[config.mk]
export PLATFORM = sky130hd
export DESIGN_NAME = sorted_insert_delete_queue
export DESIGN_NICKNAME = d
export VERILOG_FILES = /design/src/sidq_pkg.sv /design/src/sidq_cell.sv /design/src/sorted_insert_delete_queue.sv
export SDC_FILE = /design/constraint.sdc
export NUM_CORES = 2
export LEC_CHECK = 0
export BUFFER_PORTS_ARGS = -buffer_cell sky130_fd_sc_hd__buf_4
export CAP_MARGIN = 30
export CORE_ASPECT_RATIO = 0.6
export CORE_MARGIN = 5
export CORE_UTILIZATION = 65
export CTS_BUF_LIST = sky130_fd_sc_hd__clkbuf_4 sky130_fd_sc_hd__clkbuf_8 sky130_fd_sc_hd__clkbuf_16
export CTS_CLUSTER_SIZE = 30
export DETAILED_ROUTE_END_ITERATION = 10
export PLACE_DENSITY = 0.88
export SYNTH_ARGS = -nofsm -noshare
export SYNTH_HDL_FRONTEND = slang
export SYNTH_SLANG_ARGS = --single-unit
[constraint.sdc]
create_clock -name clock -period 7.84 [get_ports clock]
set_clock_uncertainty 0.1 [all_clocks]
set_input_delay 0.784 -clock clock [delete_from_list [all_inputs] [get_ports clock]]
set_output_delay 0.784 -clock clock [all_outputs]
set_load 0.03 [all_outputs]
[src/sidq_pkg.sv]
// shared types, constants and codes for the sorted insert/delete queue
package sidq_pkg;

   localparam int CAPACITY   = 16;
   localparam int KEY_WIDTH  = 32;
   localparam int IDX_WIDTH  = (CAPACITY > 1) ? $clog2(CAPACITY) : 1;
   localparam int CNT_WIDTH  = $clog2(CAPACITY + 1);
   localparam int POS_WIDTH  = 5;
   localparam int STAT_WIDTH = 2;

   typedef logic signed [KEY_WIDTH-1:0] key_type;
   typedef logic [IDX_WIDTH-1:0]        idx_type;
   typedef logic [CNT_WIDTH-1:0]        cnt_type;
   typedef logic [STAT_WIDTH-1:0]       stat_type;

   // opcodes
   localparam logic OP_INSERT = 1'b0;
   localparam logic OP_DELETE = 1'b1;

   // status codes
   localparam stat_type ST_DONE      = 2'd0;
   localparam stat_type ST_NOT_FOUND = 2'd1;
   localparam stat_type ST_FULL      = 2'd2;

   // flags handed from one cell to the next one up the row
   typedef struct packed {
      logic mark;   // this cell sits at or above the insert slot
      logic hit;    // an equal key was seen at this cell or below
   } link_type;

endpackage

[src/sidq_cell.sv]
// one storage cell of the sorted row: holds one key and shifts with its neighbors
module sidq_cell (
   input  logic               clock,
   input  sidq_pkg::idx_type  index,
   input  sidq_pkg::cnt_type  count,
   input  logic               update,
   input  logic               opcode,
   input  sidq_pkg::key_type  req_key,
   input  sidq_pkg::key_type  left_key,
   input  sidq_pkg::link_type left_link,
   input  sidq_pkg::key_type  right_key,
   output sidq_pkg::key_type  key_out,
   output sidq_pkg::link_type link_out,
   output logic               first_hit
);

   sidq_pkg::key_type key_ff;
   sidq_pkg::key_type key_in;
   logic              occupied;
   logic              ge_key;
   logic              eq_key;
   logic              mark;
   logic              hit;

   // compare the held key against the transaction key
   assign occupied = sidq_pkg::CNT_WIDTH'(index) < count;
   assign ge_key   = occupied && (key_ff >= req_key);
   assign eq_key   = occupied && (key_ff == req_key);
   assign mark     = ge_key || !occupied;
   assign hit      = left_link.hit || eq_key;
   assign first_hit = eq_key && !left_link.hit;

   // next key: take the new key at the slot, shift up above it, shift down on delete
   always_comb begin
      key_in = key_ff;
      if (update) begin
         if (opcode == sidq_pkg::OP_INSERT) begin
            if (mark) begin
               key_in = left_link.mark ? left_key : req_key;
            end
         end else if (hit) begin
            key_in = right_key;
         end
      end
   end

   always_ff @(posedge clock) begin
      key_ff <= key_in;
   end

   assign key_out       = key_ff;
   assign link_out.mark = mark;
   assign link_out.hit  = hit;

endmodule

[src/sorted_insert_delete_queue.sv]
// Sorted queue of up to sidq_pkg::CAPACITY signed keys held in a row of compare/shift cells.
// Every cell compares its key with the transaction key in the same cycle, so an insert or a
// delete is applied to every cell at once: one transaction is accepted per cycle while rsp_stall is low,
// with the result in the next cycle from the response register. The delete path is set by the
// first-match flag rippling through the chain of cells. Equal keys are inserted in front of
// those already held; a delete removes the lowest equal key and reports its 1-based position.
module sorted_insert_delete_queue (
   input  logic                                clock,
   input  logic                                reset,
   input  logic                                req_valid,
   output logic                                req_stall,
   input  logic                                req_opcode,
   input  logic signed [sidq_pkg::KEY_WIDTH-1:0] req_key,
   output logic                                rsp_valid,
   input  logic                                rsp_stall,
   output logic [sidq_pkg::POS_WIDTH-1:0]      rsp_position,
   output logic [sidq_pkg::STAT_WIDTH-1:0]     rsp_status,
   output logic [sidq_pkg::POS_WIDTH-1:0]      rsp_stored_count
);

   sidq_pkg::key_type  cell_key  [sidq_pkg::CAPACITY];
   sidq_pkg::link_type cell_link [sidq_pkg::CAPACITY];
   logic               cell_first [sidq_pkg::CAPACITY];

   sidq_pkg::cnt_type  count_ff;
   sidq_pkg::cnt_type  count_in;
   logic               rsp_valid_ff;
   logic               rsp_valid_in;
   sidq_pkg::cnt_type  position_ff;
   sidq_pkg::cnt_type  position_in;
   sidq_pkg::stat_type status_ff;
   sidq_pkg::stat_type status_in;

   logic               accept;
   logic               full;
   logic               found;
   logic               update;
   sidq_pkg::cnt_type  hit_pos;

   // handshake: hold off while a result waits to be taken
   assign req_stall = rsp_valid_ff && rsp_stall;
   assign accept    = req_valid && !req_stall;
   assign full      = count_ff == sidq_pkg::CNT_WIDTH'(sidq_pkg::CAPACITY);
   assign found     = cell_link[sidq_pkg::CAPACITY-1].hit;
   assign update    = accept && !((req_opcode == sidq_pkg::OP_INSERT) && full);

   // row of cells
   for (genvar i = 0; i < sidq_pkg::CAPACITY; i++) begin : g_cell
      sidq_pkg::key_type  left_key;
      sidq_pkg::link_type left_link;
      sidq_pkg::key_type  right_key;

      if (i == 0) begin : g_first
         assign left_key  = req_key;
         assign left_link = '0;
      end else begin : g_mid
         assign left_key  = cell_key[i-1];
         assign left_link = cell_link[i-1];
      end

      if (i == sidq_pkg::CAPACITY - 1) begin : g_last
         assign right_key = cell_key[i];
      end else begin : g_inner
         assign right_key = cell_key[i+1];
      end

      sidq_cell u_cell (
         .clock     (clock),
         .index     (sidq_pkg::IDX_WIDTH'(i)),
         .count     (count_ff),
         .update    (update),
         .opcode    (req_opcode),
         .req_key   (req_key),
         .left_key  (left_key),
         .left_link (left_link),
         .right_key (right_key),
         .key_out   (cell_key[i]),
         .link_out  (cell_link[i]),
         .first_hit (cell_first[i])
      );
   end

   // 1-based position of the first equal key
   always_comb begin
      hit_pos = '0;
      for (int i = 0; i < sidq_pkg::CAPACITY; i++) begin
         if (cell_first[i]) begin
            hit_pos = hit_pos | sidq_pkg::CNT_WIDTH'(i + 1);
         end
      end
   end

   // count and result for the accepted transaction
   always_comb begin
      count_in     = count_ff;
      position_in  = position_ff;
      status_in    = status_ff;
      rsp_valid_in = rsp_valid_ff && rsp_stall;
      if (accept) begin
         rsp_valid_in = 1'b1;
         position_in  = '0;
         if (req_opcode == sidq_pkg::OP_INSERT) begin
            if (full) begin
               status_in = sidq_pkg::ST_FULL;
            end else begin
               status_in = sidq_pkg::ST_DONE;
               count_in  = count_ff + 1'b1;
            end
         end else if (found) begin
            status_in   = sidq_pkg::ST_DONE;
            position_in = hit_pos;
            count_in    = count_ff - 1'b1;
         end else begin
            status_in = sidq_pkg::ST_NOT_FOUND;
         end
      end
   end

   always_ff @(posedge clock) begin
      if (reset) begin
         count_ff     <= '0;
         rsp_valid_ff <= 1'b0;
      end else begin
         count_ff     <= count_in;
         rsp_valid_ff <= rsp_valid_in;
      end
   end

   always_ff @(posedge clock) begin
      position_ff <= position_in;
      status_ff   <= status_in;
   end

   assign rsp_valid        = rsp_valid_ff;
   assign rsp_position     = sidq_pkg::POS_WIDTH'(position_ff);
   assign rsp_status       = status_ff;
   assign rsp_stored_count = sidq_pkg::POS_WIDTH'(count_ff);

   // count stays within the row
   a_count_range: assert property (@(posedge clock) disable iff (reset)
      count_ff <= sidq_pkg::CNT_WIDTH'(sidq_pkg::CAPACITY))
      else $error("stored count beyond capacity");

   // every accepted transaction leaves a result
   a_result: assert property (@(posedge clock) disable iff (reset)
      accept |=> rsp_valid_ff)
      else $error("accepted transaction without result");

   // a successful insert grows the count by one
   a_insert_grows: assert property (@(posedge clock) disable iff (reset)
      (accept && (req_opcode == sidq_pkg::OP_INSERT) && !full)
      |=> (count_ff == $past(count_ff) + 1'b1))
      else $error("insert did not grow the count");

   // failed transactions report no position
   a_fail_no_pos: assert property (@(posedge clock) disable iff (reset)
      (rsp_valid_ff && (status_ff != sidq_pkg::ST_DONE)) |-> (position_ff == '0))
      else $error("failed transaction with nonzero position");

endmodule
Word level (Yosys, flattened, before mapping)

Index checks and enable logic that the tools add are counted.

Register bits: 525
Bits of input ports: 37
Output and inout port bits: 14
Word-level logic and storage cells: 320

Add/subtract/negate cells: 2
$lt $le $gt $ge: 32
Equal/unequal tests: 34
Mux-type cells: 83
Bitwise logic cells: 1
Reductions and logical operators: 148

Operators by type and width:

| kind                                                       | number |
|---|---|
| 2-to-1 mux 32 bit                                          | 60 |
| == test 32 bit                                             | 16 |
| greater-or-equal comparator 32 bit                         | 16 |
| logical AND 1 bit                                          | 51 |
| AND reduction 3 bit                                        | 17 |
| less-than comparator 4 x 5 -> 1 bit (first input constant) | 8 |
| zero test 1 bit                                            | 33 |
| 2-to-1 mux 4 bit                                           | 8 |
| != test 2 x 1 -> 1 bit (second input constant)             | 16 |
| logical OR 1 bit                                           | 31 |
| nonzero test 2 bit                                         | 15 |
| less-than comparator 3 x 5 -> 1 bit (first input constant) | 4 |
| 2-to-1 mux 5 bit                                           | 4 |
| 2-to-1 mux 3 bit                                           | 4 |
| less-than comparator 1 x 5 -> 1 bit (first input constant) | 2 |
| less-than comparator 2 x 5 -> 1 bit (first input constant) | 2 |
| 2-to-1 mux 2 bit                                           | 4 |
| adder 5 x 1 -> 5 bit (second input constant)               | 1 |
| == test 5 bit (second input constant)                      | 1 |
| subtractor 5 x 1 -> 5 bit (second input constant)          | 1 |
| 2-to-1 mux 1 bit                                           | 3 |
| != test 2 bit (second input constant)                      | 1 |
| AND reduction 2 bit                                        | 1 |
| inverter 1 bit                                             | 1 |

Longest topological paths before layout

Depth after elaboration: 19
Mapped depth: 13
Gate-level depth less buffers: 10

By module

Synthesis repeated with hierarchy kept, for this count alone.

Cells, all modules: 4529
Area, all modules: 42483.2 um^2

By module, submodules not included:

| module                     | times used | cells each | area each (um^2) | seq. area each (um^2) |
|---|---|---|---|---|
| sidq_cell                  | 16         | 279        | 2611.3           | 960.9 |
| sorted_insert_delete_queue | 1          | 65         | 703.2            | 330.3 |

Least setup slack after synthesis

OpenSTA, ideal clock, no wires.

Kind: input to register
From: input port req_key[29] (netlist name)
To: register g_cell[6].u_cell.key_ff[0], enable pin
Library setup time: 0.461 ns
Arrival time: 5.528 ns
Required time: 7.279 ns
Slack: 1.751 ns
Cell stages on the path: 12
Path buffers: 2
Cells stage by stage: clkbuf_1 inv_1 ha_1 a21o_1 a21o_1 a221oi_1 o211ai_1 a31oi_1 mux2i_2 buf_4 nor2_1 nor3_1

Cells in the longest elaborated chain, start to end: 10
Elaborated cells on any way between the ends: 26
Classes of those cells: 1 x order compare; 8 x eq/ne; 17 x reduce/logical

RTL lines:

| element                                                                    | RTL line                         | RTL |
|---|---|---|
| from (decl)                                                                | sorted_insert_delete_queue.sv:13 | `input logic signed [sidq_pkg::KEY_WIDTH-1:0] req_key,` |
| branches (longest 9 deep; another with greater-or-equal comparator 32 bit) | n/a                              |  |
| AND reduction 3 bit (no source line) (*)                                   | n/a                              |  |
| to (signal assigned)                                                       | sidq_cell.sv:48                  | `key_ff <= key_in;` |
| to (decl)                                                                  | sidq_cell.sv:17                  | `sidq_pkg::key_type key_ff;` |

Every way passes the cells marked *.
A chain may end at the register's enable or synchronous reset.

Final worst setup path

From: input port req_key[31] (netlist name)
To: register g_cell[11].u_cell.key_ff[9], enable pin

Cells in the longest elaborated chain, start to end: 15
Elaborated cells on any way between the ends: 41
Classes of those cells: 1 x order compare; 13 x eq/ne; 27 x reduce/logical

RTL lines:

| element                                  | RTL line        | RTL |
|---|---|---|
| == test 32 bit                           | sidq_cell.sv:28 | `assign eq_key = occupied && (key_ff == req_key);` |
| logical AND 1 bit                        | sidq_cell.sv:28 |  |
| logical OR 1 bit (11 in a row)           | sidq_cell.sv:30 | `assign hit = left_link.hit \|\| eq_key;` |
| != test 2 x 1 -> 1 bit (no source line)  | n/a             |  |
| AND reduction 3 bit (no source line) (*) | n/a             |  |
| to (signal assigned)                     | sidq_cell.sv:48 |  |
| to (decl)                                | sidq_cell.sv:17 |  |

Every way passes the cells marked *; elsewhere a longest branch is shown, timed or not.

==> impl_metrics.csv <==
group,metric,value,unit
sta,slew_headroom,0.212,
global_routing,grt_usage,0.466,
clocking,post_cts_buffers,0,
setup_path,slowest_stage,"nor3_1",
global_routing,grt_remaining_overflow,0,
detailed_routing,first_iter_violations,7468,
synth,synth-main-ff-cell,"edfxtp_1",
sta,rsz0062_at_grt,"no",
synth,synthTopCellsByArea,"edfxtp_1, ha_1, a221o_1",
clocking,clk_pin_slew_worst_paths,0.07,ns
detailed_routing,drt-total-wl,153000,um
run_status,status,"finished, final reports clean",
sta,slew_viol_final,0,
cells_and_area,synthToLayoutAreaGrowth,8.00,%
setup_path,reg2reg_to,"g_cell[11].u_cell.key_out[9]",
place,port_buffers,50,
die,io_pins,51,
synth,synth_area,0.0381,mm^2
clocking,cts_sinks,525,
setup_path,crit_chain,"buf_4 > inv_1 > ha_1 > nand4_1 > nor3_1 > nand2_1 > o22ai_1 > nor3b_1 > mux2_2 > or2_2 > a21oi_4 > buf_12",
detailed_routing,drcViolationCount,0,
sta,fmax,176,MHz
power,p_leak,0.0170,uW
clocking,cts_tree,"yes",
clocking,cts_hold_buf,0,
synth,async_reset_ff_frac,0,
power,power_density,200,mW/mm^2
cells_and_area,fin_util,0.713,
setup_path,crit_path_start_kind,"input pin",
cells_and_area,drive_gt1_frac,0.0811,
sta,setup_viol,0,
global_routing,grt_antenna_before_repair,12,
clocking,insertion_delay,0.66,ns
synth,yosys.area.top_type,"edfxtp_1",
detailed_routing,wl_per_cell,34.9,um
place,dp_hpwl,109000,um
power,peakVddDrop,0.000155,V
sta,finalCriticalPeriod,5.69,ns
setup_path,rrSetupSlack,2.44,ns
setup_path,critPathBufInv,3,
setup_path,required,8.08,ns
detailed_routing,antenna_left,0,
sta,fin_tns_setup,0,ns
synth,yosysTopAreaCellShare,0.409,
die,die_h,198,um
flow_run,cap_viol_max_count,0,
synth,ys_types,81,
synth,ys_seq_area_frac,0.412,
sta,holdWs,0.268,ns
clocking,root_buffer,"clkbuf_16",
detailed_routing,dr.pass1.iters,8,
detailed_routing,vias,34400,
setup_path,cp.arrival,5.93,ns
detailed_routing,routed_via_density,7.87,
hold_path,hold_path.class,"in -> reg",
hold_path,hold_depth,3,
setup_path,setup.worst_path.end_class,"flip-flop",
setup_path,worstSetupPathType,"in -> reg",
synth,yosysMostFrequentCell,"edfxtp_1",
synth,syn-num-nets,4174,
setup_path,worst_path_largest_cell_delay,0.86,ns
sta,finalHoldViolations,0,
synth,syn_avg_cell_area,10.5,um^2
setup_path,reg2reg_depth,10,
setup_path,critPathMaxFanout,17,
global_routing,grt_pass1_wl,217000,um
die,die_area,0.0638,mm^2
setup_path,cp_top_family,"simple AND/OR/NAND/NOR gates",
place,preCtsSetupSlack,1.96,ns
place,routabilityCongestion,1.10,
sta,finalCritPeriodShare,0.726,
hold_path,min_to,"rsp_valid",
clocking,cts_buffers,52,
hold_path,min_from,"req_valid",
synth,ys_top_cells_by_count,"edfxtp_1, ha_1, nand2_1",
cells_and_area,fin_nets,4119,
cells_and_area,nFillCells,4110,
synth,yosysWarningCount,0,
die,core_area,0.0578,mm^2
sta,setup_slack,2.15,ns
setup_path,rr_startpoint,"g_cell[11].u_cell.key_out[31]",
global_routing,grt_max_degree,218,
die,initial_core_util,0.660,
power,total_power,8220,uW
synth,syn_inst,3621,
global_routing,grt_pass1_vias,31600,
clocking,htree_levels,2,
die,die_w,323,um
clocking,clockBufferDepth,3,
clocking,post_cts_resized,0,
synth,ys_ff_latch,525,
die,fp-row-count,68,
sta,worstMarginPinSlew,1.17,ns
synth,synth_edf_count,519,
[metrics by stage]
step                      instances  instance area (um^2)
after floorplan                3621                 38100
after global placement         4271                 39300
after detailed placement       4277                 39400
after CTS                      4367                 41100
after global routing           4374                 41200
final                          4377                 41200
[registers in the layout, indices dropped and copies added (netlist names)]
signal	cells
rsp_status	2
g_cell.u_cell.key_out	512
rsp_valid	1
rsp_position	5
rsp_stored_count	5
[cell usage in the layout, fill, tap and decap left out, types with 17 or more instances in the layout]
cell type and n:
a32o_1 32, nand3_1 70, nor4_1 21, clkbuf_16 54, o21ai_0 238, nor3_1 43, nand2_1 428, ha_1 516
mux2_2 41, nand4_1 110, a21o_1 82, nand2b_1 17, nor3b_1 187, o211ai_1 58, inv_1 73, buf_4 103
nor2_1 129, a211oi_1 35, mux2i_1 166, edfxtp_1 519, nor2b_1 26, a221o_1 188, o21a_1 19, a21oi_1 175
a2bb2oi_1 31
[routing by layer]
layer / share of wire / global-route usage
met1: 0.36 / 0.640
met3: 0.23 / 0.304
met5: 0.0040 / 0.0385
met2: 0.36 / 0.580
met4: 0.049 / 0.163
[worst max path at each step]
| stage | from | endpoint | slack [ns] | cells past startpoint |
|---|---|---|---|---|
| floorplan | req_key[29] | g_cell[6].u_cell.key_out[0] | 1.75 | 12 |
| global placement | req_key[29] | g_cell[12].u_cell.key_out[21] | 1.63 | 12 |
| detailed placement | req_key[31] | g_cell[11].u_cell.key_out[20] | 1.96 | 12 |
| CTS | req_key[31] | g_cell[11].u_cell.key_out[9] | 2.58 | 12 |
| global route | req_key[31] | g_cell[12].u_cell.key_out[18] | 2.36 | 12 |
| finish | req_key[31] | g_cell[11].u_cell.key_out[9] | 2.15 | 12 |
[worst register-to-register path: stages (launching register included)]
cell      delay, ns
edfxtp_1       0.49
ha_1           0.46
nand4_1        0.20
nor3_1         0.87
nand2_1        0.60
o22ai_1        0.54
nor3b_1        0.10
mux2_2         0.29
or2_2          0.31
a21oi_4        0.83
buf_12         0.30
[final cells by class]
class / count / area, um^2 / share of cell area
Multi-Input combinational cell: 2790 / 21400 / 0.519
Sequential cell: 525 / 15700 / 0.381
Clock buffer: 68 / 1470 / 0.0357
Timing Repair Buffer: 123 / 1100 / 0.0267
Tap cell: 770 / 963 / 0.0234
Inverter: 74 / 280 / 0.00680
Clock inverter: 22 / 273 / 0.00662
Antenna cell: 5 / 12.5 / 0.000304
[power breakdown]
group / leakage [uW] / total [uW] / internal [uW] / switching [uW]
sequential: 0.00491 / 3580 / 3350 / 224
clock: 0.000864 / 2720 / 1510 / 1200
combinational: 0.0112 / 1930 / 665 / 1270
[cells by family after synthesis]
group | synth area share
adders and majority gates | 0.169
DFF | 0.412
xor gates and xnor gates | 0.000459
muxes | 0.0576
buffers and inverters | 0.0333
and+or+nand+nor | 0.147
AOI/OAI and AO/OA | 0.180
Power figures use the tool's default switching activity.
